`src/hw/rtl/float_format_converter_defines.svh`:
```
// ----------------------------------------------------------------------------
// Float format converter assertion macros
// Shared helpers for concurrent assertions in the converter RTL.
// ----------------------------------------------------------------------------
`ifndef FLOAT_FORMAT_CONVERTER_DEFINES_SVH
`define FLOAT_FORMAT_CONVERTER_DEFINES_SVH

// Implication checked on every rising clock edge outside reset.
`define FFC_ASSERT_IMP(label, clk, rst, ante, cons) \
  label: assert property (@(posedge clk) disable iff (rst) (ante) |-> (cons)) \
    else $error("assertion failed");

// Next-cycle implication checked outside reset.
`define FFC_ASSERT_NEXT(label, clk, rst, ante, cons) \
  label: assert property (@(posedge clk) disable iff (rst) (ante) |=> (cons)) \
    else $error("assertion failed");

`endif

```
`src/hw/rtl/ffc_pkg.sv`:
```
// ----------------------------------------------------------------------------
// Float format converter package
// Conversion kinds and special-value constants shared by the converter RTL.
// ----------------------------------------------------------------------------
package ffc_pkg;

  typedef enum logic [1:0] {
    KIND_H2S = 2'd0,
    KIND_S2H = 2'd1,
    KIND_B2S = 2'd2,
    KIND_S2B = 2'd3
  } kind_t;

  localparam logic [31:0] SINGLE_QNAN_NEG = 32'hFFC0_0000;
  localparam logic [15:0] HALF_NAN        = 16'h7FFF;
  localparam logic [15:0] HALF_INF        = 16'h7C00;

endpackage

```
`src/hw/rtl/float_format_converter.sv`:
```
// ----------------------------------------------------------------------------
// Float format converter
// Converts between binary32 and binary16 / bfloat16, one operand per beat.
// ----------------------------------------------------------------------------
//  channel | signals                                  | direction
//  input   | in_valid, in_stall, kind, operand_bits   | into block
//  output  | out_valid, out_stall, result_bits        | out of block
//
// One beat is accepted every cycle while in_stall is low; the result is registered and appears the cycle after.
// The only storage is the output register; the conversion is one pass of
// combinational logic between the input ports and that register.
// in_stall follows out_stall only while the output register is full.
// rst clears out_valid synchronously.
`include "float_format_converter_defines.svh"

module float_format_converter (
  input  logic        clk,
  input  logic        rst,
  input  logic        in_valid,
  output logic        in_stall,
  input  logic [1:0]  kind,
  input  logic [31:0] operand_bits,
  output logic        out_valid,
  input  logic        out_stall,
  output logic [31:0] result_bits
);

  logic        out_valid_next;
  logic [31:0] conv;
  logic        accept;

  // Half to single.
  logic        hs;
  logic [4:0]  he;
  logic [9:0]  hf;
  logic [3:0]  lz;
  logic [31:0] h2s;
  logic [9:0]  hf_norm;

  // Single to half.
  logic        ss;
  logic [7:0]  se;
  logic [22:0] sm;
  logic [15:0] s2h;
  logic [14:0] nv;
  logic [12:0] nrem;
  logic [15:0] nv_r;
  logic [4:0]  sh;
  logic [23:0] mant;
  logic [23:0] sub_v;
  logic [23:0] sub_rem;
  logic [23:0] sub_half;
  logic [23:0] sub_mask;
  logic [10:0] sub_r;

  // Single to brain.
  logic [15:0] s2b;
  logic [7:0]  bq;
  logic [15:0] brem;
  logic [15:0] bsum;

  assign accept   = in_valid && !in_stall;
  assign in_stall = out_valid && out_stall;

  // Binary16 to binary32, with a leading-one search for subnormals.
  always_comb begin
    hs = operand_bits[15];
    he = operand_bits[14:10];
    hf = operand_bits[9:0];
    lz = 4'd0;
    for (int i = 0; i < 10; i++) begin
      if (hf[i]) begin
        lz = 4'(i);
      end
    end
    hf_norm = 10'(hf << (4'd10 - lz));
    if (he == 5'd31) begin
      h2s = (hf != 10'd0) ? ffc_pkg::SINGLE_QNAN_NEG : {hs, 8'hFF, 23'd0};
    end else if (he == 5'd0) begin
      if (hf == 10'd0) begin
        h2s = {hs, 31'd0};
      end else begin
        h2s = {hs, 8'(lz) + 8'd103, hf_norm, 13'd0};
      end
    end else begin
      h2s = {hs, 8'(he) + 8'd112, hf, 13'd0};
    end
  end

  // Binary32 to binary16, round to nearest even.
  always_comb begin
    ss       = operand_bits[31];
    se       = operand_bits[30:23];
    sm       = operand_bits[22:0];
    nv       = {5'(se - 8'd112), sm[22:13]};
    nrem     = sm[12:0];
    nv_r     = {1'b0, nv};
    if (nrem > 13'h1000 || (nrem == 13'h1000 && nv[0])) begin
      nv_r = nv_r + 16'd1;
    end
    sh       = 5'(8'd126 - se);
    mant     = {1'b1, sm};
    sub_v    = mant >> sh;
    sub_mask = (24'd1 << sh) - 24'd1;
    sub_rem  = mant & sub_mask;
    sub_half = 24'd1 << (sh - 5'd1);
    sub_r    = sub_v[10:0];
    if (sub_rem > sub_half || (sub_rem == sub_half && sub_v[0])) begin
      sub_r = sub_r + 11'd1;
    end
    if (se == 8'hFF) begin
      s2h = (sm != 23'd0) ? ffc_pkg::HALF_NAN : {ss, 15'd0} | ffc_pkg::HALF_INF;
    end else if (se == 8'd0) begin
      s2h = {ss, 15'd0};
    end else if (se >= 8'd143) begin
      s2h = {ss, 15'd0} | ffc_pkg::HALF_INF;
    end else if (se >= 8'd113) begin
      s2h = (nv_r >= 16'h7C00) ? ({ss, 15'd0} | ffc_pkg::HALF_INF)
                               : {ss, nv_r[14:0]};
    end else if (se < 8'd102) begin
      s2h = {ss, 15'd0};
    end else begin
      s2h = {ss, 4'd0, sub_r};
    end
  end

  // Binary32 to bfloat16, round to nearest even with carry into exponent.
  always_comb begin
    bq   = {1'b0, operand_bits[22:16]};
    brem = operand_bits[15:0];
    if (brem > 16'h8000 || (brem == 16'h8000 && bq[0])) begin
      bq = bq + 8'd1;
    end
    bsum = {operand_bits[31:23], 7'd0} + {8'd0, bq};
    if (operand_bits[30:23] == 8'hFF) begin
      s2b = (operand_bits[22:0] != 23'd0) ? ffc_pkg::HALF_NAN : operand_bits[31:16];
    end else if (operand_bits[30:23] == 8'd0) begin
      s2b = {operand_bits[31], 15'd0};
    end else begin
      s2b = bsum;
    end
  end

  // Kind select.
  always_comb begin
    case (ffc_pkg::kind_t'(kind))
      ffc_pkg::KIND_H2S: conv = h2s;
      ffc_pkg::KIND_S2H: conv = {16'd0, s2h};
      ffc_pkg::KIND_B2S: conv = {operand_bits[15:0], 16'd0};
      ffc_pkg::KIND_S2B: conv = {16'd0, s2b};
      default:           conv = h2s;
    endcase
  end

  assign out_valid_next = accept || (out_valid && out_stall);

  // Output register.
  always_ff @(posedge clk) begin
    if (rst) begin
      out_valid <= 1'b0;
    end else begin
      out_valid <= out_valid_next;
    end
    if (accept) begin
      result_bits <= conv;
    end
  end

  `FFC_ASSERT_NEXT(a_accept_gives_valid, clk, rst, accept, out_valid)
  `FFC_ASSERT_NEXT(a_hold_on_stall, clk, rst, out_valid && out_stall,
                   out_valid && $stable(result_bits))
  `FFC_ASSERT_NEXT(a_half_upper_zero, clk, rst,
                   accept && (kind == ffc_pkg::KIND_S2H || kind == ffc_pkg::KIND_S2B),
                   result_bits[31:16] == 16'd0)
  `FFC_ASSERT_IMP(a_no_stall_when_empty, clk, rst, !out_valid, !in_stall)

endmodule
```
`config.mk`:
```
export PLATFORM = sky130hd
export DESIGN_NAME = float_format_converter
export DESIGN_NICKNAME = d
export VERILOG_FILES = /design/src/hw/rtl/ffc_pkg.sv /design/src/hw/rtl/float_format_converter.sv
export VERILOG_INCLUDE_DIRS = /design/src /design/src/hw/rtl
export SDC_FILE = /design/constraint.sdc
export NUM_CORES = 1
export LEC_CHECK = 0
export BUFFER_PORTS_ARGS = -buffer_cell sky130_fd_sc_hd__buf_4
export CORE_MARGIN = 2
export CORE_UTILIZATION = 60
export CTS_BUF_LIST = sky130_fd_sc_hd__clkbuf_4 sky130_fd_sc_hd__clkbuf_8 sky130_fd_sc_hd__clkbuf_16
export DETAILED_ROUTE_END_ITERATION = 16
export PLACE_DENSITY = 0.82
export SLEW_MARGIN = 20
export SYNTH_ARGS = -nofsm -noshare
export SYNTH_HDL_FRONTEND = slang
export SYNTH_SLANG_ARGS = --single-unit
```
`constraint.sdc`:
```
create_clock -name clk -period 20.3 [get_ports clk]
set_input_delay 5.075 -clock clk [delete_from_list [all_inputs] [get_ports clk]]
set_output_delay 5.075 -clock clk [all_outputs]
set_load 0.01 [all_outputs]
```
# Yosys cells after proc, flatten, opt, wreduce, memory -nomap -nowiden
# Cells that the tools add are included.
# W data, S select, Z words.
[classes] shifts=4 eq_ne=8 n_reduce_logical=16 bitwise=1 n_mux=27 order_cmp=7 n_addsub=11
[op_table] cell="$pmux W32 S4" count=1
[op_table] cell="$mux W16" count=6
[op_table] cell="$mux W32" count=2
[op_table] cell="$mux W31" count=2
[op_table] cell="$mux W15" count=4
[op_table] cell="$shl A1 B5 Y24 const A" count=2
[op_table] cell="$and A24 B24 Y24" count=1
[op_table] cell="$eq A24 B24 Y1" count=1
[op_table] cell="$gt A24 B24 Y1" count=1
[op_table] cell="$shr A24 B5 Y11" count=1
[op_table] cell="$sub A24 B1 Y24 const B" count=1
[op_table] cell="$reduce_bool A23 Y1" count=1
[op_table] cell="$mux W11" count=2
[op_table] cell="$mux W4" count=5
[op_table] cell="$add A15 B1 Y16 const B" count=1
[op_table] cell="$add A16 B8 Y16" count=1
[op_table] cell="$eq A16 B16 Y1 const B" count=1
[op_table] cell="$ge A16 B15 Y1 const B" count=1
[op_table] cell="$gt A16 B16 Y1 const B" count=1
[op_table] cell="$eq A13 B13 Y1 const B" count=1
[op_table] cell="$gt A13 B13 Y1 const B" count=1
[op_table] cell="$add A11 B1 Y11 const B" count=1
[op_table] cell="$logic_not A10 Y1" count=1
[op_table] cell="$reduce_bool A10 Y1" count=1
[op_table] cell="other kinds (25)" count=34
[totals] wordCells=76 register_bits=33

# Depth between registers and ports, before layout
# Gate-level depths: netlist (run 1).
[depth] depth_word=15 depth_mapped=25 ltp_nobuf=22

# Least setup slack after synthesis (run 1)
# No wires, ideal clock.
[synth_timing] kind="input to output" from="input port out_stall" to="output port in_stall" t_arrival_ns=5.252 required_time_ns=15.225 path_stages=1 setup_slack_ns=9.973 path_buffers=0 path_cell_list="and2_1"
[synth_via] elab_chain_len=1
[synth_lines] element="start: declaration" line="float_format_converter.sv:24" rtl="input logic out_stall,"
[synth_lines] element="$logic_and A1 B1 Y1" line="float_format_converter.sv:63" rtl="assign in_stall = out_valid && out_stall;"
[synth_lines] element="end: declaration" line="float_format_converter.sv:20" rtl="output logic in_stall,"
# Every way passes these cells.

# Final worst setup path (run 1)
[layout_timing] from="input port operand_bits[24]" to="register result_bits[9], data pin"
[layout_via] elab_chain_len=14 elab_cells_between_ends=32 cone_classes="add/sub (7); order compare (5); eq/ne (2); shift (3); mux (11); bitwise (1); reduce/logical (3)"
[layout_lines] element="start: declaration" line="float_format_converter.sv:22" rtl="input logic [31:0] operand_bits,"
[layout_lines] element="parallel branches: the longest is 13 deep, another holds $sub A24 B1 Y24"
[layout_lines] element="$pmux W32 S4 *" line="float_format_converter.sv:146" rtl="case (ffc_pkg::kind_t'(kind))"
[layout_lines] element="net conv[9]" line="float_format_converter.sv:29" rtl="logic [31:0] conv;"
[layout_lines] element="end signal: assignment" line="float_format_converter.sv:165" rtl="result_bits <= conv;"
[layout_lines] element="end: declaration" line="float_format_converter.sv:25" rtl="output logic [31:0] result_bits"
# Mark *: on every way through the listed nets, which the timed path passes.
# A chain may end at the register's enable or synchronous reset.

==> results.md, run 1 <==
- Syn nets: 876
- Startpoint types: primary input
- Root Buffer: clkbuf_8
- Post-synth EDFFs: 32
- Worst path cell trace: buf_4 -> ha_1 -> nor2b_2 -> o21a_1 -> nor2_1 -> nor2_1 -> nand3_1 -> ha_1 -> o41ai_1 -> a21oi_1 -> mux2i_1 -> nand2_1 -> a21boi_0 -> ha_1 -> nand4_1 -> nor4_1 -> a21oi_1 -> o211ai_1 -> a221o_1 -> nand2_1 -> or4b_1 -> xor2_1 -> o211ai_2
- Simple-gate portion of the synthesized area: 25.0%
- Clock transition at the registers of the reported paths: 70 ps
- Slowest CP cell: or4b_1
- Die height: 105 um
- Synth Area in XOR/XNOR: 6.29%
- Crit path DAT: 10850 ps
- Crit path required time: 20330 ps
- DR pass1 iterations: 5
- Final net count: 899
- Vias/cell: 7.07
- Largest family of logic cells by synthesized area: compound AO/OA/AOI/OAI gates
- Post-route insts no fill: 952
- RSZ-0062 raised after global routing: false
- Post-synthesis adder-cell area fraction: 8.84%
- Post-Synthesis Cells: 795
- Min cycle time layout: 10820 ps
- Slew Limit Fails: 0
- DRT iter0 DRCs: 705
- Sum of negative setup slack: 0 ps
- Finish-stage setup viols: 0
- Largest stage delay, worst path: 560 ps
- Tcrit/Tclk final: 53.3%
- Mux cell area share after synthesis: 12.8%
- Wire per inst: 22.1 um
- Layout area overhead: 9.62%
- Power Dens Cells: 44.6 nW/um^2
- CTS tree: built
- Netlist Area Pre-Place: 6090 um^2
- Flops & latches, synth: 33
- Number of global-route vias before repair: 6117
- Largest net degree at the start of global routing: 39
- DRC errors left: 0
- Total power: 0.297 mW
- Row Count: 36
- IR drop worst, VDD: 37.2 uV
- Mapped Avg Cell Area: 7.66 um^2
- Final Hold Viols: 0
- Worst Tran Pin Value: 879 ps
- Outcome: finished, final reports clean
- HP Class: reg -> reg
- Dpl hpwl: 15800 um
- Top_reg_cell synth: edfxtp_1
- H-tree levels: 2
- CTS resizes: 0
- Starting Density: 62.0%
- Synth Area in Compound Gates: 25.4%
- Antenna Cells: 0
- Yosys warns: 0
- Die ar.: 11000 um^2
- Clk buf depth: 2
- CP dominant cell by count: ha_1
- Final global-route overflow total: 0
- Ys async rst share: 0%
- First-pass GRT wire length: 32500 um
- Die X: 105 um
- Vias after detailed routing: 6732
- IO buf count: 71
- Total GRT Usage: 36.9%
- Post-CTS setup buffer count: 0
- Pleak: 2.55 nW
- Final wirelength: 21000 um
- Seq/Total Area, Yosys: 16.1%
- # hold bufs at CTS: 0
- Clock sinks: 33
- Core area: 9820 um^2
- Antenna-violating nets left: 0
- Max Cap Viol: 0
- Fmax: 0.0924 GHz
- Slew headroom: 41.0%
- GP Congestion: 1.01
- Cells after DPL: 944
- Final Skew: 3.39 ps
- I/O pin count: 72
- Clk_lat worst skew: 280 ps
- Num CTS Buffers: 5
- Distinct cell type count after synthesis: 80
- CP endpoint kind: flip-flop
- Crit path max fanout: 15
- Initial antenna violation count: 0
- Setup CP Type: in -> reg
- Share of cells above drive strength 1: 15.8%
==> cell usage after synthesis, drive strengths merged (10+ instances only) <==
master | instances | area share [%]
and2 | 12 | 1.2
mux2i | 32 | 5.3
nor3 | 30 | 2.7
buf | 16 | 1.5
a211oi | 13 | 1.6
inv | 15 | 0.92
o22ai | 10 | 1.0
edfxtp | 32 | 16
mux4 | 17 | 6.3
xor2 | 12 | 1.8
nand4 | 15 | 1.5
nor2b | 11 | 1.2
xnor2 | 27 | 4.4
nand2 | 88 | 5.5
clkbuf | 48 | 3.0
o21ai | 49 | 4.1
nand3 | 30 | 2.5
o211ai | 19 | 2.4
a21oi | 64 | 5.3
nor4 | 10 | 1.1
and3 | 13 | 1.4
ha | 43 | 8.8
nor2 | 66 | 4.1
==> final timing paths <==
| kind | start | cells after the start | to | slack [ps] |
|---|---|---|---|---|
| hold / removal | out_valid | 3 | out_valid | 680 |
| setup / recovery | operand_bits[24] | 23 | result_bits[9] | 9480 |
| setup reg to reg | out_valid | 3 | result_bits[11] | 18970 |
| hold reg to reg | out_valid | 3 | out_valid | 680 |
==> cells in the final DEF, fill, tap and decap left out, drive strengths merged, types with 9 or more instances in the layout <==
master,instances
nand2,88
buf,80
nor2,66
a21oi,64
o21ai,49
ha,43
mux2i,32
edfxtp,32
nand3,30
nor3,30
xnor2,27
o211ai,19
mux4,17
inv,15
nand4,15
a211oi,13
and3,13
and2,12
xor2,12
nor2b,11
o22ai,10
nor4,10
nand2b,9
==> logic make-up after synthesis <==
family	count (synthesis)
XOR/XNOR	39
AO/OA/AOI/OAI	235
multiplexers	56
adder cells (fa/ha/maj)	43
flip-flops	33
AND/OR/NAND/NOR	307
buffers and inverters	82
==> report_power, final <==
group | total, mW | internal, mW | leakage (nW) | switching (mW)
clock | 0.0475 | 0.0236 | 0.0439 | 0.0239
combinational | 0.168 | 0.0656 | 2.18 | 0.102
sequential | 0.0823 | 0.0808 | 0.327 | 0.00146
total | 0.297 | 0.170 | 2.55 | 0.127
==> worst max-delay path, delay by kind of cell <==
kind | cells | cell delay, ps
AO/OA/AOI/OAI | 8 | 1670
XOR/XNOR | 1 | 180
adder cells (fa/ha/maj) | 3 | 860
buffers and inverters | 1 | 180
multiplexers | 1 | 220
AND/OR/NAND/NOR | 9 | 2620
==> cell type report <==
class,count,area [um^2]
Multi-Input combinational cell,680,4770
Fill cell,873,3140
Sequential cell,33,981
Timing Repair Buffer,80,601
Tap cell,133,166
Clock buffer,5,68.8
Inverter,18,67.6
Clock inverter,3,17.5
==> layer usage <==
metal | up-vias | share of wire [%] | GRT usage [%]
li1 | 3045 | - | -
met1 | 3112 | 39 | 49.3
met2 | 503 | 45 | 58.9
met3 | 72 | 12 | 6.92
met4 | 0 | 3.5 | 14.7
met5 | - | 0 | 0
==> flip-flops by register name, summed over array words and instances (netlist names) <==
name	flops
out_valid	1
result_bits	32
==> through the flow <==
stage | cell area (um^2) | hold slack (ps) | utilization [%] | worst slack [ps]
finish | 6680 | 679 | 68.0 | 9480
global route | 6680 | 710 | 68.0 | 9100
CTS | 6680 | 679 | 68.0 | 9500
detailed placement | 6590 | 670 | 67.1 | 9190
global placement | 6590 | 622 | 67.1 | 9460
floorplan | 6090 | 699 | - | 9970
No activity file was read; power rests on OpenSTA's default activity.
==> run 2: changes to the inputs <==
==> constraint.sdc (replaced) <==
create_clock -name clk -period 11.3 [get_ports clk]
set_input_delay 2.825 -clock clk [delete_from_list [all_inputs] [get_ports clk]]
set_output_delay 2.825 -clock clk [all_outputs]
set_load 0.01 [all_outputs]
==> run 2 against run 1 <==
Against the previous run:
- flip-flop and latch count did not move
- via count up 0.39%
- critical path depth unchanged
- design area is the same
- first-iteration DRC count down 18%
- highest routed layer unchanged
==> results.md, run 2 (synthesized netlist as in run 1, its figures left out) <==
- Pleak: 2.55 nW (unchanged)
- Outcome: finished, final reports clean (unchanged)
- Most frequent cells in the layout: nand2_1, buf_4, nor2_1 (unchanged)
- CTS tree: built (unchanged)
- Max Cap Viol: 0 (unchanged)
- Final net count: 899 (unchanged)
- H-tree levels: 2 (unchanged)
- Slew Limit Fails: 0 (unchanged)
- Registers with the most flip-flops: result_bits x32, out_valid x1 (unchanged)
- I/O pin count: 72 (unchanged)
- Sequential cell area: 981 um^2 (unchanged)
- Sum of negative setup slack: 0 ps (unchanged)
- # hold bufs at CTS: 0 (unchanged)
- HP Class: reg -> reg (unchanged)
- Share of cells above drive strength 1: 15.8% (unchanged)
- DR pass1 iterations: 5 (unchanged)
- Crit path max fanout: 15 (unchanged)
- Placed cell area: 6590 um^2 (unchanged)
- DRT iter0 DRCs: 578 (was 705)
- Wire per inst: 21.9 um (was 22.1 um)
- Initial antenna violation count: 0 (unchanged)
- GP Congestion: 1.01 (about the same)
- Clock sinks: 33 (unchanged)
- Root Buffer: clkbuf_8 (unchanged)
- Final Hold Viols: 0 (unchanged)
- Power Dens Cells: 80.0 nW/um^2 (was 44.6 nW/um^2)
- RSZ-0062 raised after global routing: false (unchanged)
- CP endpoint kind: flip-flop (unchanged)
- Final wirelength: 20800 um (was 21000 um)
- Tcrit/Tclk final: 75.1%
- Antenna-violating nets left: 0 (unchanged)
- Antenna Cells: 0 (unchanged)
- Num CTS Buffers: 5 (unchanged)
- Total GRT Usage: 37.4% (was 36.9%)
- IO buf count: 71 (unchanged)
- IR drop worst, VDD: 61.2 uV (was 37.2 uV)
- Dpl hpwl: 15900 um (was 15800 um)
- Multi-input logic area: 4770 um^2 (unchanged)
- Finish-stage setup viols: 0 (unchanged)
- Largest register FFs: 32 (unchanged)
- Final Instance Area: 6680 um^2 (unchanged)
- Startpoint types: primary input (unchanged)
- Die height: 105 um (unchanged)
- First-pass GRT wire length: 33100 um (was 32500 um)
- Most common cell after layout, fill and taps aside: nand2_1 (unchanged)
- Final Skew: 6.99 ps (was 3.39 ps)
- DRC errors left: 0 (unchanged)
- Largest net degree at the start of global routing: 39 (unchanged)
- Starting Density: 62.0% (unchanged)
- Clock transition at the registers of the reported paths: 70 ps (about the same)
- Fmax: 0.118 GHz
- Number of global-route vias before repair: 6133 (was 6117)
- Slew headroom: 43.5% (was 41.0%)
- Biggest register: result_bits (unchanged)
- Crit path required time: 11340 ps (was 20330 ps)
- Clk buf depth: 2 (unchanged)
- Vias after detailed routing: 6758 (was 6732)
- CTS resizes: 0 (unchanged)
- Die X: 105 um (unchanged)
- Min cycle time layout: 8490 ps
- Clk_lat worst skew: 290 ps (was 280 ps)
- Hold slack: 682 ps (was 679 ps)
- Setup CP Type: in -> reg (unchanged)
- Crit path DAT: 8520 ps (was 10850 ps)
- Row Count: 36 (unchanged)
- Worst Tran Pin Value: 841 ps (was 879 ps)
- Post-CTS setup buffer count: 0 (unchanged)
- Layout area overhead: 9.62% (unchanged)
- Vias/cell: 7.10 (was 7.07)
- Fillers: 863 (was 873)
- Final global-route overflow total: 0 (unchanged)
- Die ar.: 11000 um^2 (unchanged)
- Core area: 9820 um^2 (unchanged)
run 2: critical path, stage by stage:
cell	delay [ps]
buf_4	180
ha_1	300
nor2b_2	210
o21a_1	320
nor2_1	520
nor2_1	220
nand3_1	200
ha_1	370
o41ai_1	130
a21oi_1	310
mux2i_1	230
nand2_1	60
a21boi_0	250
ha_1	190
nand4_1	150
nor4_1	510
a21oi_1	120
o211ai_1	110
a221o_1	320
nand2_1	160
or4b_1	560
xor2_1	180
o211ai_2	90
run 2: final timing paths:
kind | startpoint | to | slack, ps | depth (start not counted)
worst max register to register | out_valid | result_bits[11] | 9980 | 3
worst max-delay path | operand_bits[24] | result_bits[9] | 2810 | 23
worst min register to register | out_valid | out_valid | 680 | 3
worst min-delay path | out_valid | out_valid | 680 | 3
run 2: final cells by class:
| cell class | instances | area share, % |
|---|---|---|
| sequential | 33 | 14.7 |
| inverter | 18 | 1.01 |
| tap | 133 | 2.49 |
| clock inverter | 3 | 0.262 |
| clock buffer | 5 | 1.03 |
| multi-input combinational | 680 | 71.5 |
| timing repair buffer | 80 | 9.00 |
run 2: metal layers:
| metal | global-route usage (%) | vias up | part of all wire [%] |
|---|---|---|---|
| met1 | 50.1 | 3081 | 38 |
| met2 | 60.1 | 528 | 45 |
| li1 | - | 3063 | - |
| met3 | 6.49 | 86 | 12 |
| met5 | 0 | - | 0 |
| met4 | 14.1 | 0 | 4.1 |
run 2: through the flow:
step                total power, mW  setup slack (ps)  cells  util [%]
finish                        0.534              2810    952      68.0
global placement              0.436              2710    944      67.1
detailed placement            0.441              2460    944      67.1
CTS                           0.525              2760    952      68.0
global route                  0.562              2380    952      68.0
floorplan                     0.355              3520    795         -
run 2: power breakdown:
part	total (mW)	leakage [nW]	switching (mW)	internal, mW
clock network	0.0858	0.0439	0.0434	0.0424
registers	0.148	0.327	0.00253	0.145
logic	0.300	2.18	0.182	0.118
==> run 3: changes to the inputs <==
==> constraint.sdc (replaced) <==
create_clock -name clk -period 8.05 [get_ports clk]
set_input_delay 2.0125 -clock clk [delete_from_list [all_inputs] [get_ports clk]]
set_output_delay 2.0125 -clock clk [all_outputs]
set_load 0.01 [all_outputs]
==> run 3 against run 2 <==
Against the previous run:
- first-iteration DRC count up 62%
- die area unchanged
- clock skew down 3.4 ps
==> results.md, run 3 (synthesized netlist as in run 1, its figures left out) <==
- Setup CP Type: in -> reg (unchanged)
- HP Class: reg -> reg (unchanged)
- Delay-heaviest family, CP: simple AND/OR/NAND/NOR gates (unchanged)
- CTS tree: built (unchanged)
- DRT iter0 DRCs: 938 (was 578)
- Core area: 9820 um^2 (unchanged)
- Die ar.: 11000 um^2 (unchanged)
- Largest stage delay, worst path: 550 ps (was 560 ps)
- Largest net degree at the start of global routing: 38 (was 39)
- Clk_lat worst skew: 290 ps (about the same)
- Final Instance Area: 6730 um^2 (was 6680 um^2)
- Vias/cell: 7.07 (was 7.10)
- Outcome: finished, final reports clean (unchanged)
- Multi-input logic area: 4770 um^2 (unchanged)
- Final Hold Viols: 0 (unchanged)
- Tcrit/Tclk final: 89.0%
- Slowest CP cell: or4b_1 (unchanged)
- Die height: 105 um (unchanged)
- Crit path required time: 8080 ps (was 11340 ps)
- First-pass GRT wire length: 33300 um (was 33100 um)
- Total GRT Usage: 37.7% (was 37.4%)
- Largest register FFs: 32 (unchanged)
- Final net count: 906 (was 899)
- Root Buffer: clkbuf_8 (unchanged)
- Total power: 0.756 mW (was 0.534 mW)
- Startpoint types: primary input (unchanged)
- Sequential cell area: 981 um^2 (unchanged)
- Layout area overhead: 10.5% (was 9.62%)
- DR pass1 iterations: 5 (unchanged)
- Clk buf depth: 2 (unchanged)
- DRC errors left: 0 (unchanged)
- Slew headroom: 44.9% (was 43.5%)
- Registers with the most flip-flops: result_bits x32, out_valid x1 (unchanged)
- # hold bufs at CTS: 0 (unchanged)
- Vias after detailed routing: 6782 (was 6758)
- Most frequent cells in the layout: nand2_1, buf_4, nor2_1 (unchanged)
- Antenna-violating nets left: 0 (unchanged)
- Worst Tran Pin Value: 821 ps (was 841 ps)
- Row Count: 36 (unchanged)
- I/O pin count: 72 (unchanged)
- Dpl hpwl: 16100 um (was 15900 um)
- Crit path max fanout: 15 (unchanged)
- Power Dens Cells: 112 nW/um^2 (was 80.0 nW/um^2)
- Clock transition at the registers of the reported paths: 60 ps (was 70 ps)
- Critical path buffers and inverters: 2 (was 1)
- Min cycle time layout: 7160 ps
- Final global-route overflow total: 0 (unchanged)
- Antenna Cells: 0 (unchanged)
- CP dominant cell by count: ha_1 (unchanged)
- Final Skew: 3.58 ps (was 6.99 ps)
- Setup ws final: 888 ps (was 2810 ps)
- Clock sinks: 33 (unchanged)
- Pleak: 2.59 nW (was 2.55 nW)
- Starting Density: 62.0% (unchanged)
- GP Congestion: 1.03 (was 1.01)
- Wire per inst: 22.1 um (was 21.9 um)
- Share of cells above drive strength 1: 16.5% (was 15.8%)
- CP endpoint kind: flip-flop (unchanged)
- IR drop worst, VDD: 83.5 uV (was 61.2 uV)
- Worst path cell trace: buf_4 -> ha_1 -> nor2b_2 -> o21a_1 -> nor2_1 -> nor2_1 -> nand3_1 -> ha_1 -> o21ai_0 -> buf_4 -> nor3_1 -> a211oi_1 -> ha_1 -> nand4_1 -> nor4_1 -> a21oi_1 -> o211ai_1 -> a221o_1 -> nand2_1 -> or4b_1 -> xor2_1 -> o211ai_2 (was buf_4 -> ha_1 -> nor2b_2 -> o21a_1 -> nor2_1 -> nor2_1 -> nand3_1 -> ha_1 -> o41ai_1 -> a21oi_1 -> mux2i_1 -> nand2_1 -> a21boi_0 -> ha_1 -> nand4_1 -> nor4_1 -> a21oi_1 -> o211ai_1 -> a221o_1 -> nand2_1 -> or4b_1 -> xor2_1 -> o211ai_2)
- Placed cell area: 6640 um^2 (was 6590 um^2)
- IO buf count: 71 (unchanged)
- Number of global-route vias before repair: 6360 (was 6133)
- Sum of negative setup slack: 0 ps (unchanged)
- Slew Limit Fails: 0 (unchanged)
- Biggest register: result_bits (unchanged)
- Die X: 105 um (unchanged)
- Max Cap Viol: 0 (unchanged)
- Initial antenna violation count: 0 (unchanged)
- RSZ-0062 raised after global routing: false (unchanged)
- Final wirelength: 21200 um (was 20800 um)
- Finish-stage setup viols: 0 (unchanged)
- Fmax: 0.140 GHz
- Post-CTS setup buffer count: 0 (unchanged)
- Num CTS Buffers: 5 (unchanged)
- Crit path DAT: 7200 ps (was 8520 ps)
- Fillers: 835 (was 863)
- Dpl ws: 716 ps (was 2460 ps)
- H-tree levels: 2 (unchanged)
- CTS resizes: 0 (unchanged)
[run 3: layout make-up]
cell class,instances,share of cell area (%)
inverter,18,1.00
clock buffer,6,1.13
sequential,33,14.6
multi-input combinational,680,71.0
tap,133,2.47
timing repair buffer,87,9.71
clock inverter,2,0.149
[run 3: path summary, 6_finish.rpt]
check                         from         endpoint  slack, ps  depth (start not counted)
hold / removal           out_valid        out_valid        760                          3
setup / recovery  operand_bits[24]   result_bits[9]        890                         22
setup reg to reg         out_valid  result_bits[24]       6730                          3
hold reg to reg          out_valid        out_valid        760                          3
[run 3: per-stage QoR]
stage          utilization, %  cells  hold WS (ps)
2_1_floorplan               -    795           699
3_3_place_gp             67.6    951           621
3_5_place_dp             67.6    951           713
4_1_cts                  68.5    959           748
5_1_grt                  68.5    959           798
6_report                 68.5    959           763
[run 3: per-layer routing]
metal  track usage [%]  share of wire, %  vias to the layer above
li1                  -                 -                     3068
met2              59.6                44                      566
met3              7.49                12                      120
met5                 0                 0                        -
met4              23.0               6.5                        0
met1              47.3                38                     3028
[run 3: power by group]
part / switching, mW / internal, mW / total, mW
Sequential: 0.00313 / 0.204 / 0.207
Combinational: 0.260 / 0.169 / 0.429
Clock: 0.0571 / 0.0631 / 0.120
Total: 0.320 / 0.436 / 0.756
[run 3: worst reg2reg max path, stage by stage, from the launching register on]
cell     delay, ps
dfxtp_1        310
and2_1         190
nor2b_2        130
buf_4          350
